$ cat src/design/tsd_pkg.sv
// Types and constants shared by the typed slot dispatcher modules.
`timescale 1ns / 1ps

package tsd_pkg;

    localparam logic [1:0] REQ_ASSIGN  = 2'd0;
    localparam logic [1:0] REQ_RELEASE = 2'd1;
    localparam logic [1:0] REQ_TICK    = 2'd2;

    localparam int CFG_IDX_W = 2;
    localparam logic [CFG_IDX_W-1:0] CFG_LOAD_LIMIT     = 2'd0;
    localparam logic [CFG_IDX_W-1:0] CFG_COOLDOWN_EVERY = 2'd1;
    localparam logic [CFG_IDX_W-1:0] CFG_COOLDOWN_EXTRA = 2'd2;

    localparam logic [7:0]  LOAD_LIMIT_RST     = 8'd2;
    localparam logic [7:0]  COOLDOWN_EVERY_RST = 8'd3;
    localparam logic [15:0] COOLDOWN_EXTRA_RST = 16'd50;

    localparam int VISIBLE_MAX = 16;

    typedef struct packed {
        logic [1:0]  req_type;
        logic [7:0]  client_kind;
        logic [15:0] need_ticks;
        logic [3:0]  release_slot;
    } in_item_t;

    typedef struct packed {
        logic       granted;
        logic [3:0] slot_index;
    } out_item_t;

    typedef struct packed {
        logic [7:0]  slot_type;
        logic [15:0] remaining;
        logic [7:0]  active;
        logic [7:0]  grant_phase;
        logic [15:0] cooldown;
    } slot_entry_t;

    typedef struct packed {
        logic load;
        logic clr_scan;
        logic rd_step;
        logic rd_pick;
        logic wr_update;
        logic post;
    } cmd_t;

    typedef struct packed {
        logic [1:0] req;
        logic       ctype_zero;
        logic       rel_ok;
        logic       cnt_last;
        logic       found;
        logic       out_free;
    } status_t;

endpackage

$ cat src/design/tsd_datapath.sv
// Datapath: slot table memory, scan trackers, slot update logic, output register.
`timescale 1ns / 1ps

module tsd_datapath #(
    parameter int SLOT_COUNT = 16
) (
    input  logic                           clk,
    input  logic                           rst_n,
    input  tsd_pkg::cmd_t                  cmd,
    output tsd_pkg::status_t               stat,
    input  tsd_pkg::in_item_t              in_data,
    output logic                           out_valid,
    input  logic                           out_stall,
    output tsd_pkg::out_item_t             out_data,
    input  logic                           cfg_valid,
    input  logic [tsd_pkg::CFG_IDX_W-1:0]  cfg_index,
    input  logic [15:0]                    cfg_data
);

    localparam int AW  = (SLOT_COUNT > 1) ? $clog2(SLOT_COUNT) : 1;
    localparam int VIS = (SLOT_COUNT < tsd_pkg::VISIBLE_MAX) ? SLOT_COUNT
                                                             : tsd_pkg::VISIBLE_MAX;
    localparam logic [AW-1:0] LAST_ALL = AW'(SLOT_COUNT - 1);
    localparam logic [AW-1:0] LAST_VIS = AW'(VIS - 1);
    localparam logic [4:0]    VIS_W    = 5'(VIS);

    // Configuration
    logic [7:0]  load_limit_reg;
    logic [7:0]  cooldown_every_reg;
    logic [15:0] cooldown_extra_reg;

    always_ff @(posedge clk or negedge rst_n)
    begin
        if (!rst_n)
        begin
            load_limit_reg     <= tsd_pkg::LOAD_LIMIT_RST;
            cooldown_every_reg <= tsd_pkg::COOLDOWN_EVERY_RST;
            cooldown_extra_reg <= tsd_pkg::COOLDOWN_EXTRA_RST;
        end
        else if (cfg_valid)
        begin
            case (cfg_index)
                tsd_pkg::CFG_LOAD_LIMIT:     load_limit_reg     <= cfg_data[7:0];
                tsd_pkg::CFG_COOLDOWN_EVERY: cooldown_every_reg <= cfg_data[7:0];
                tsd_pkg::CFG_COOLDOWN_EXTRA: cooldown_extra_reg <= cfg_data;
                default: ;
            endcase
        end
    end

    // Held item
    tsd_pkg::in_item_t item_reg;

    always_ff @(posedge clk)
    begin
        if (cmd.load)
        begin
            item_reg <= in_data;
        end
    end

    // Scan counter and read pipeline tags
    logic [AW-1:0] cnt_reg;
    logic [AW-1:0] da_reg;
    logic          dv_reg;

    always_ff @(posedge clk or negedge rst_n)
    begin
        if (!rst_n)
        begin
            cnt_reg <= '0;
            dv_reg  <= 1'b0;
            da_reg  <= '0;
        end
        else
        begin
            dv_reg <= cmd.rd_step;
            da_reg <= cnt_reg;
            if (cmd.clr_scan)
            begin
                cnt_reg <= '0;
            end
            else if (cmd.rd_step)
            begin
                cnt_reg <= cnt_reg + 1'b1;
            end
        end
    end

    // Slot table with per-entry valid bits standing in for the zero reset
    tsd_pkg::slot_entry_t mem [SLOT_COUNT];
    logic [SLOT_COUNT-1:0] vld_reg;
    tsd_pkg::slot_entry_t  rd_reg;
    logic                  rvld_reg;
    tsd_pkg::slot_entry_t  entry;

    logic [AW-1:0]        rd_addr;
    logic [AW-1:0]        wr_addr;
    logic                 wr_en;
    tsd_pkg::slot_entry_t wr_data;
    logic                 tick_wr;

    // Scan trackers
    logic          best_found_reg;
    logic [AW-1:0] best_idx_reg;
    logic [15:0]   best_time_reg;
    logic          free_found_reg;
    logic [AW-1:0] free_idx_reg;

    logic [AW-1:0] target_addr;
    logic [AW+3:0] rel_wide;
    logic [AW+3:0] tgt_wide;
    logic          is_assign;
    logic          best_hit;
    logic          free_hit;

    assign is_assign = (item_reg.req_type == tsd_pkg::REQ_ASSIGN);
    assign rel_wide  = {{AW{1'b0}}, item_reg.release_slot};
    assign target_addr = !is_assign ? rel_wide[AW-1:0]
                       : (best_found_reg ? best_idx_reg : free_idx_reg);
    assign tgt_wide  = {4'b0000, target_addr};

    assign entry   = rvld_reg ? rd_reg : '0;
    assign rd_addr = cmd.rd_pick ? target_addr : cnt_reg;
    assign tick_wr = dv_reg && (item_reg.req_type == tsd_pkg::REQ_TICK);
    assign wr_en   = cmd.wr_update || tick_wr;
    assign wr_addr = tick_wr ? da_reg : target_addr;

    always_ff @(posedge clk)
    begin
        if (cmd.rd_step || cmd.rd_pick)
        begin
            rd_reg <= mem[rd_addr];
        end
        if (wr_en)
        begin
            mem[wr_addr] <= wr_data;
        end
    end

    always_ff @(posedge clk or negedge rst_n)
    begin
        if (!rst_n)
        begin
            vld_reg  <= '0;
            rvld_reg <= 1'b0;
        end
        else
        begin
            if (cmd.rd_step || cmd.rd_pick)
            begin
                rvld_reg <= vld_reg[rd_addr];
            end
            if (wr_en)
            begin
                vld_reg[wr_addr] <= 1'b1;
            end
        end
    end

    // Compare each scanned entry as it arrives
    assign best_hit = dv_reg && is_assign && (entry.cooldown == 16'd0)
                   && (entry.slot_type == item_reg.client_kind)
                   && (entry.active < load_limit_reg)
                   && (entry.remaining > best_time_reg);
    assign free_hit = dv_reg && is_assign && !free_found_reg
                   && (entry.slot_type == 8'd0) && (entry.cooldown == 16'd0);

    always_ff @(posedge clk or negedge rst_n)
    begin
        if (!rst_n)
        begin
            best_found_reg <= 1'b0;
            best_time_reg  <= '0;
            free_found_reg <= 1'b0;
        end
        else if (cmd.clr_scan)
        begin
            best_found_reg <= 1'b0;
            best_time_reg  <= '0;
            free_found_reg <= 1'b0;
        end
        else
        begin
            if (best_hit)
            begin
                best_found_reg <= 1'b1;
                best_time_reg  <= entry.remaining;
            end
            if (free_hit)
            begin
                free_found_reg <= 1'b1;
            end
        end
    end

    always_ff @(posedge clk)
    begin
        if (best_hit)
        begin
            best_idx_reg <= da_reg;
        end
        if (free_hit)
        begin
            free_idx_reg <= da_reg;
        end
    end

    // Slot update: grant, release or tick
    logic [15:0] new_rem;
    logic [8:0]  phase_inc;
    logic [16:0] cd_sum;
    logic [7:0]  rel_active;

    assign new_rem   = (item_reg.need_ticks > entry.remaining) ? item_reg.need_ticks
                                                               : entry.remaining;
    assign phase_inc = {1'b0, entry.grant_phase} + 9'd1;
    assign cd_sum    = {1'b0, new_rem} + {1'b0, cooldown_extra_reg};
    assign rel_active = (entry.active != 8'd0) ? entry.active - 8'd1 : 8'd0;

    always_comb
    begin
        wr_data = entry;
        if (tick_wr)
        begin
            if (entry.remaining != 16'd0)
            begin
                wr_data.remaining = entry.remaining - 16'd1;
            end
            if (entry.cooldown != 16'd0)
            begin
                wr_data.cooldown = entry.cooldown - 16'd1;
            end
        end
        else if (is_assign)
        begin
            wr_data.slot_type = item_reg.client_kind;
            wr_data.remaining = new_rem;
            if (entry.active != 8'hFF)
            begin
                wr_data.active = entry.active + 8'd1;
            end
            if (cooldown_every_reg == 8'd0)
            begin
                if (entry.grant_phase != 8'hFF)
                begin
                    wr_data.grant_phase = phase_inc[7:0];
                end
            end
            else if (phase_inc >= {1'b0, cooldown_every_reg})
            begin
                wr_data.grant_phase = 8'd0;
                wr_data.cooldown    = cd_sum[16] ? 16'hFFFF : cd_sum[15:0];
            end
            else
            begin
                wr_data.grant_phase = phase_inc[7:0];
            end
        end
        else
        begin
            wr_data.active = rel_active;
            if (rel_active == 8'd0)
            begin
                wr_data.slot_type = 8'd0;
            end
        end
    end

    // Result and output register
    logic                granted_reg;
    logic [3:0]          idx_reg;
    logic                out_valid_reg;
    tsd_pkg::out_item_t  out_data_reg;

    always_ff @(posedge clk)
    begin
        if (cmd.load)
        begin
            granted_reg <= 1'b0;
            idx_reg     <= 4'd0;
        end
        else if (cmd.wr_update && is_assign)
        begin
            granted_reg <= 1'b1;
            idx_reg     <= tgt_wide[3:0];
        end
        if (cmd.post)
        begin
            out_data_reg.granted    <= granted_reg;
            out_data_reg.slot_index <= idx_reg;
        end
    end

    always_ff @(posedge clk or negedge rst_n)
    begin
        if (!rst_n)
        begin
            out_valid_reg <= 1'b0;
        end
        else if (cmd.post)
        begin
            out_valid_reg <= 1'b1;
        end
        else if (!out_stall)
        begin
            out_valid_reg <= 1'b0;
        end
    end

    assign out_valid = out_valid_reg;
    assign out_data  = out_data_reg;

    // Status back to the controller
    assign stat.req        = item_reg.req_type;
    assign stat.ctype_zero = (item_reg.client_kind == 8'd0);
    assign stat.rel_ok     = ({1'b0, item_reg.release_slot} < VIS_W);
    assign stat.cnt_last   = (cnt_reg == (is_assign ? LAST_VIS : LAST_ALL));
    assign stat.found      = best_found_reg || free_found_reg;
    assign stat.out_free   = !out_valid_reg || !out_stall;

endmodule

$ cat src/design/tsd_controller.sv
// Controller: sequences decode, slot scan, slot update, tick sweep and result posting.
`timescale 1ns / 1ps

module tsd_controller (
    input  logic              clk,
    input  logic              rst_n,
    input  logic              in_valid,
    output logic              in_stall,
    input  tsd_pkg::status_t  stat,
    output tsd_pkg::cmd_t     cmd
);

    localparam logic [3:0] ST_IDLE     = 4'd0;
    localparam logic [3:0] ST_DECODE   = 4'd1;
    localparam logic [3:0] ST_SCAN     = 4'd2;
    localparam logic [3:0] ST_SCAN_END = 4'd3;
    localparam logic [3:0] ST_CHOOSE   = 4'd4;
    localparam logic [3:0] ST_UPD      = 4'd5;
    localparam logic [3:0] ST_TICK     = 4'd6;
    localparam logic [3:0] ST_TICK_END = 4'd7;
    localparam logic [3:0] ST_DONE     = 4'd8;

    logic [3:0] state_reg;
    logic [3:0] state_next;

    always_ff @(posedge clk or negedge rst_n)
    begin
        if (!rst_n)
        begin
            state_reg <= ST_IDLE;
        end
        else
        begin
            state_reg <= state_next;
        end
    end

    assign in_stall = (state_reg != ST_IDLE);

    always_comb
    begin
        state_next = state_reg;
        cmd        = '0;
        case (state_reg)
            ST_IDLE:
            begin
                if (in_valid)
                begin
                    cmd.load   = 1'b1;
                    state_next = ST_DECODE;
                end
            end
            ST_DECODE:
            begin
                if (stat.req == tsd_pkg::REQ_ASSIGN && !stat.ctype_zero)
                begin
                    cmd.clr_scan = 1'b1;
                    state_next   = ST_SCAN;
                end
                else if (stat.req == tsd_pkg::REQ_RELEASE && stat.rel_ok)
                begin
                    cmd.rd_pick = 1'b1;
                    state_next  = ST_UPD;
                end
                else if (stat.req == tsd_pkg::REQ_TICK)
                begin
                    cmd.clr_scan = 1'b1;
                    state_next   = ST_TICK;
                end
                else
                begin
                    state_next = ST_DONE;
                end
            end
            ST_SCAN:
            begin
                cmd.rd_step = 1'b1;
                if (stat.cnt_last)
                begin
                    state_next = ST_SCAN_END;
                end
            end
            ST_SCAN_END:
            begin
                state_next = ST_CHOOSE;
            end
            ST_CHOOSE:
            begin
                if (stat.found)
                begin
                    cmd.rd_pick = 1'b1;
                    state_next  = ST_UPD;
                end
                else
                begin
                    state_next = ST_DONE;
                end
            end
            ST_UPD:
            begin
                cmd.wr_update = 1'b1;
                state_next    = ST_DONE;
            end
            ST_TICK:
            begin
                cmd.rd_step = 1'b1;
                if (stat.cnt_last)
                begin
                    state_next = ST_TICK_END;
                end
            end
            ST_TICK_END:
            begin
                state_next = ST_DONE;
            end
            ST_DONE:
            begin
                if (stat.out_free)
                begin
                    cmd.post   = 1'b1;
                    state_next = ST_IDLE;
                end
            end
            default:
            begin
                state_next = ST_IDLE;
            end
        endcase
    end

endmodule

$ cat src/design/typed_slot_dispatcher.sv
// Top level of the typed slot dispatcher.
`timescale 1ns / 1ps

// Typed slot dispatcher. Takes one item at a time (assign, release or tick)
// and returns exactly one result item {granted, slot_index} per input item.
// An assign scans the visible slots (the first min(SLOT_COUNT,16)) one per
// cycle through the single read port of the slot table, keeping the best
// slot of the same type and the first free slot, then reads and rewrites the
// chosen slot; when no slot is found it skips the read and rewrite. A tick
// sweeps all SLOT_COUNT slots, reading one slot while writing back the
// previous one. A release reads and writes one slot unless its slot lies
// outside the visible range; other request codes and client type zero touch
// no slot. A stalled result register holds the next result back. in_stall
// is high from accept until the result has been moved into the output
// register; a result waiting there does not stop the next item being taken.
// The table needs no clearing pass after reset: per-slot valid bits make
// unwritten slots read as zero. Configuration writes are always ready.

module typed_slot_dispatcher #(
    parameter int SLOT_COUNT = 16
) (
    input  logic                           clk,
    input  logic                           rst_n,
    input  logic                           in_valid,
    output logic                           in_stall,
    input  tsd_pkg::in_item_t              in_data,
    output logic                           out_valid,
    input  logic                           out_stall,
    output tsd_pkg::out_item_t             out_data,
    input  logic                           cfg_valid,
    output logic                           cfg_ready,
    input  logic [tsd_pkg::CFG_IDX_W-1:0]  cfg_index,
    input  logic [15:0]                    cfg_data
);

    tsd_pkg::cmd_t    cmd;
    tsd_pkg::status_t stat;

    // Configuration never waits
    assign cfg_ready = 1'b1;

    tsd_controller u_ctrl (
        .clk      (clk),
        .rst_n    (rst_n),
        .in_valid (in_valid),
        .in_stall (in_stall),
        .stat     (stat),
        .cmd      (cmd)
    );

    tsd_datapath #(
        .SLOT_COUNT (SLOT_COUNT)
    ) u_dp (
        .clk       (clk),
        .rst_n     (rst_n),
        .cmd       (cmd),
        .stat      (stat),
        .in_data   (in_data),
        .out_valid (out_valid),
        .out_stall (out_stall),
        .out_data  (out_data),
        .cfg_valid (cfg_valid),
        .cfg_index (cfg_index),
        .cfg_data  (cfg_data)
    );

endmodule

$ cat config.mk
export PLATFORM = sky130hd
export DESIGN_NAME = typed_slot_dispatcher
export DESIGN_NICKNAME = d
export VERILOG_FILES = /design/src/design/tsd_pkg.sv /design/src/design/tsd_datapath.sv /design/src/design/tsd_controller.sv /design/src/design/typed_slot_dispatcher.sv
export SDC_FILE = /design/constraint.sdc
export NUM_CORES = 2
export LEC_CHECK = 0
export ABC_AREA = 1
export ABC_CLOCK_PERIOD_IN_PS = 4230
export BUFFER_PORTS_ARGS = -buffer_cell sky130_fd_sc_hd__buf_2
export CAP_MARGIN = 40
export CORE_MARGIN = 10
export CORE_UTILIZATION = 55
export CTS_CLUSTER_SIZE = 28
export DETAILED_ROUTE_END_ITERATION = 6
export PLACE_DENSITY = 0.74
export SLEW_MARGIN = 20
export SYNTH_ARGS = -nofsm -noshare
export SYNTH_HDL_FRONTEND = slang
export SYNTH_SLANG_ARGS = --single-unit
$ cat constraint.sdc
create_clock -name clk -period 4.23 [get_ports clk]
set_clock_uncertainty 0.2 [all_clocks]
set_input_delay 0.2115 -clock clk [delete_from_list [all_inputs] [get_ports clk]]
set_output_delay 0.2115 -clock clk [all_outputs]
set_load 0.01 [all_outputs]
==> summary.md <==
| Metric | Value |
|---|---|
| Status | finished clean |
| Ys async rst share | 7.493% |
| Synth area leader | edfxtp_1 |
| Rel. slew slack | 31.18% |
| Clock transition at path regs | around 0.060 ns |
| Die height | 314.8 um |
| Max FO, Critical Path | 16 |
| Post-layout util | 63.43% |
| PortBufs | 59 |
| Wirelength per Cell | between 20 and 25 um |
| Die width | 314.8 um |
| Clock share of power | 24.3% |
| Worst slew pin tran | just over 1 ns |
| Sequential-to-total area share from yosys stat | 66.98% |
| Proportion of layout cells with a drive suffix above 1 | between 10% and 20% |
| Clk buf depth | 3 |
| CP required | 4.48 ns |
| Post-DP HPWL | 74,020 um |
| Final Setup Violations | 0 |
| Root buf cell | clkbuf_16 |
| WHS Path Cells | 2 |
| Reg2Reg Depth | 22 |
| Largest net degree at the start of global routing | 132 |
| Initial core utilization | 55.26% |
| Die Footprint | just under 100,000 um2 |
| Total gr overflow | 0 |
| Synth top area cells | edfxtp_1, a21oi_1, o21ai_0 |
| Total GRT Usage | 26.06% |
| Peak supply drop | 0.0007009 V |
| Vias in the first global route | 31,882 |
| Total number of vias | 34,118 |
| CP Launch Type | register |
| Fillcell total | 6,381 |
| Ports | between 60 and 70 |
| Post-route ant nets | 0 |
| Adder-cell area share of the yosys netlist | around 2.0% |
| Synth Flop Type | edfxtp_1 |
| First-pass GRT wire length | between 150,000 and 200,000 um |
| Routability Congestion | 0.9776 |
| Final Hold Viols | 0 |
| Total power draw | 37.34 mW |
| CTS H-tree depth | 3 |
| CP arrival | 4.31 ns |
| Number of synthesized flops with an enable pin | 995 |
| CTS tree | built |
| PD cells | 680.8 nW/um2 |
| Fin crit share | 95.91% |
| Num CTS Buffers | around 110 |
| Largest family of logic cells by synthesized area | compound AO/OA/AOI/OAI gates |
| Xor/xnor cell area share of the yosys netlist | less than 1% |
| CP Class | reg2reg |
| HP Class | in2reg |
| Fin area | between 50,000 and 60,000 um2 |
| Synth top area share | 62.51% |
| Vias/cell | 6.042 |
| Synthesized instance count | 4,233 |
| Rows | 108 |
| Count leader, synth | edfxtp_1 |
| CORE AREA | 86,480 um2 |
| WL final | 132,000 um |
| Seq pwr share | a little under two fifths |
| Pre-Repair DR Iteration Count | 6 |
| Clock net sink count | 1,081 |
| DRC errors left | 0 |
| Cell Area, Synth | about 48,000 um2 |
| Compound-Gate Fraction of Synth Area | around 14% |
| Total of max-cap violations | 0 |
| Netlist cell types | 53 |
| Iter 0 DRT Violations | approximately 4,300 |
| Total net switching power | between 10 and 15 mW |
| Fmax | 0.2465 GHz |
| Final min period | 4.057 ns |
| Combinational share of power | 37.7% |
| Final Max Tran Viols | 0 |
| Syn_nets | 4,361 |
| Worst-skew pair later-pin latency | 0.70 ns |
| Number of synthesis warnings | 0 |
| Internal power | approximately 23 mW |
| Area grow syn2layout | 14.77% |
| Placed cell areas | 50,390 um2 |
| Synthesized flop and latch total | 1,081 |
| ANT cells | 0 |
| Mux cell area share after synthesis | 0.1885% |
| Commonest cells post-synth | edfxtp_1, nand2_1, inv_1 |
| WHS | 0.02960 ns |
| Max reg flops | 896 |
| Switching part of the total | a little under two fifths |
| Worst setup EP type | register |
| Nets@finish | 4,535 |
| Post-Syn Area per Cell | 11.29 um2 |
| Antenna violations before repair | 3 |
| Unrepaired setup endpoints after global routing | true |
| Pleak | between 20 and 25 nW |
| Synth Area in Simple Gates | approximately a tenth |
[kinds of logic after synthesis]
| kind of cell | after synthesis |
|---|---|
| simple gates | 1068 |
| other cells | 1 |
| flops | 1081 |
| buf+inv | 742 |
| fa+ha+maj | 75 |
| mux | 8 |
| xor+xnor | 27 |
| compound gates | 1231 |
[per-stage QoR]
stage | setup TNS [ns] | worst slack (ns) | std cells
finish | 0 | 0.1729 | 5647
global route | -2.586 | -0.03845 | 5647
CTS | 0 | 0.01580 | 5637
detailed placement | -28.24 | -0.1951 | 5380
global placement | -14.79 | -0.1150 | 5376
floorplan | -264.55 | -0.3278 | 4233
[placed cells by master, fill, tap and decap left out, types with 5 or more instances in the layout]
cell type / count
buf_2: 58
clkbuf_16: 112
nor3_1: 14
ha_1: 68
inv_2: 5
clkinv_1: 18
inv_1: 491
dfstp_2: 6
nor2_1: 104
ha_4: 5
nand2_2: 20
a21oi_1: 450
nand3_2: 7
mux2_2: 8
edfxtp_1: 995
xor2_1: 23
or2_2: 6
nand4_1: 40
nor2_4: 19
o221ai_1: 5
clkinv_2: 18
a21oi_2: 11
buf_12: 42
dlygate4sd3_1: 58
o21ai_1: 68
o211ai_1: 230
buf_4: 139
nor2_2: 13
nand3_1: 294
dfxtp_1: 5
nand2_4: 18
inv_6: 7
clkbuf_1: 27
dfrtp_1: 74
o21ai_0: 437
nand2_1: 520
o22ai_1: 10
clkbuf_8: 10
[worst paths after layout]
check,from,endpoint,slack (ns)
worst max-delay path,u_dp.rvld_reg,u_dp.mem[0][3],0.17
worst min-delay path,in_data[4],u_dp.item_reg[4],0.03
worst max register to register,u_dp.rvld_reg,u_dp.mem[0][3],0.17
worst min register to register,u_dp.idx_reg[2],u_dp.out_data[2],0.23
max in group asynchronous,rst_n,u_dp.da_reg[1],2.61
min in group asynchronous,rst_n,u_dp.cooldown_extra_reg[5],0.46
[timing repair]
item | in CTS | in global routing
resized for setup | 9 | 79
setup endpoints to repair | 241 | 329
pin swaps | 0 | 16
hold buffers | 59 | 0
buffers inserted | 4 | 4
endpoints found under the hold margin | 161 | 0
cloned | 0 | 6
[per-layer routing]
| layer | up-vias | track usage [%] | routed length, um |
|---|---|---|---|
| met1 | 16472 | 36.16 | 52650 |
| li1 | 15477 | - | - |
| met3 | 317 | 3.765 | 13010 |
| met4 | 4 | 9.999 | 4753 |
| met2 | 1848 | 41.47 | 61530 |
| met5 | - | 0 | 27 |
[area by class of cell]
type                       instances  area [um2]  share of cell area [%]
clock buffer                     146        2967                   5.408
clock inverter                    48       365.4                  0.6661
inverter                         499        1881                   3.428
multi-input combinational       2411       13270                   24.20
sequential                      1081       32010                   58.36
tap                             1155        1445                   2.635
timing repair buffer             306        2902                   5.290
timing repair inverter             1       5.005                0.009124
[power groups by stage]
stage	Combinational, mW	Sequential, mW	Clock [mW]
after detailed placement	13.3	14.4	0
final	14.1	14.2	9.07
after floorplan	8.85	14.3	0
after global placement	13.0	14.4	0
after CTS	13.5	14.2	9.15
after global routing	15.5	14.2	9.59
[worst max-delay path, cell delays in order (launching register included)]
cell and delay, ns:
dfrtp_2 0.39, buf_6 0.16, nand2_1 0.09, ha_1 0.29, nand4_1 0.13, nor2_2 0.19, nand2_1 0.11, nand2_4 0.13
nand2_8 0.10, clkbuf_16 0.17, nor2_1 0.12, a21oi_2 0.06, ha_1 0.32, a21oi_1 0.20, nand2_1 0.12, a21oi_2 0.21
nand2_4 0.10, buf_4 0.17, nor2_2 0.09, nand4_1 0.10, nand3_1 0.12, nand2_2 0.07, buf_12 0.15
No activity file was read; power rests on OpenSTA's default activity.
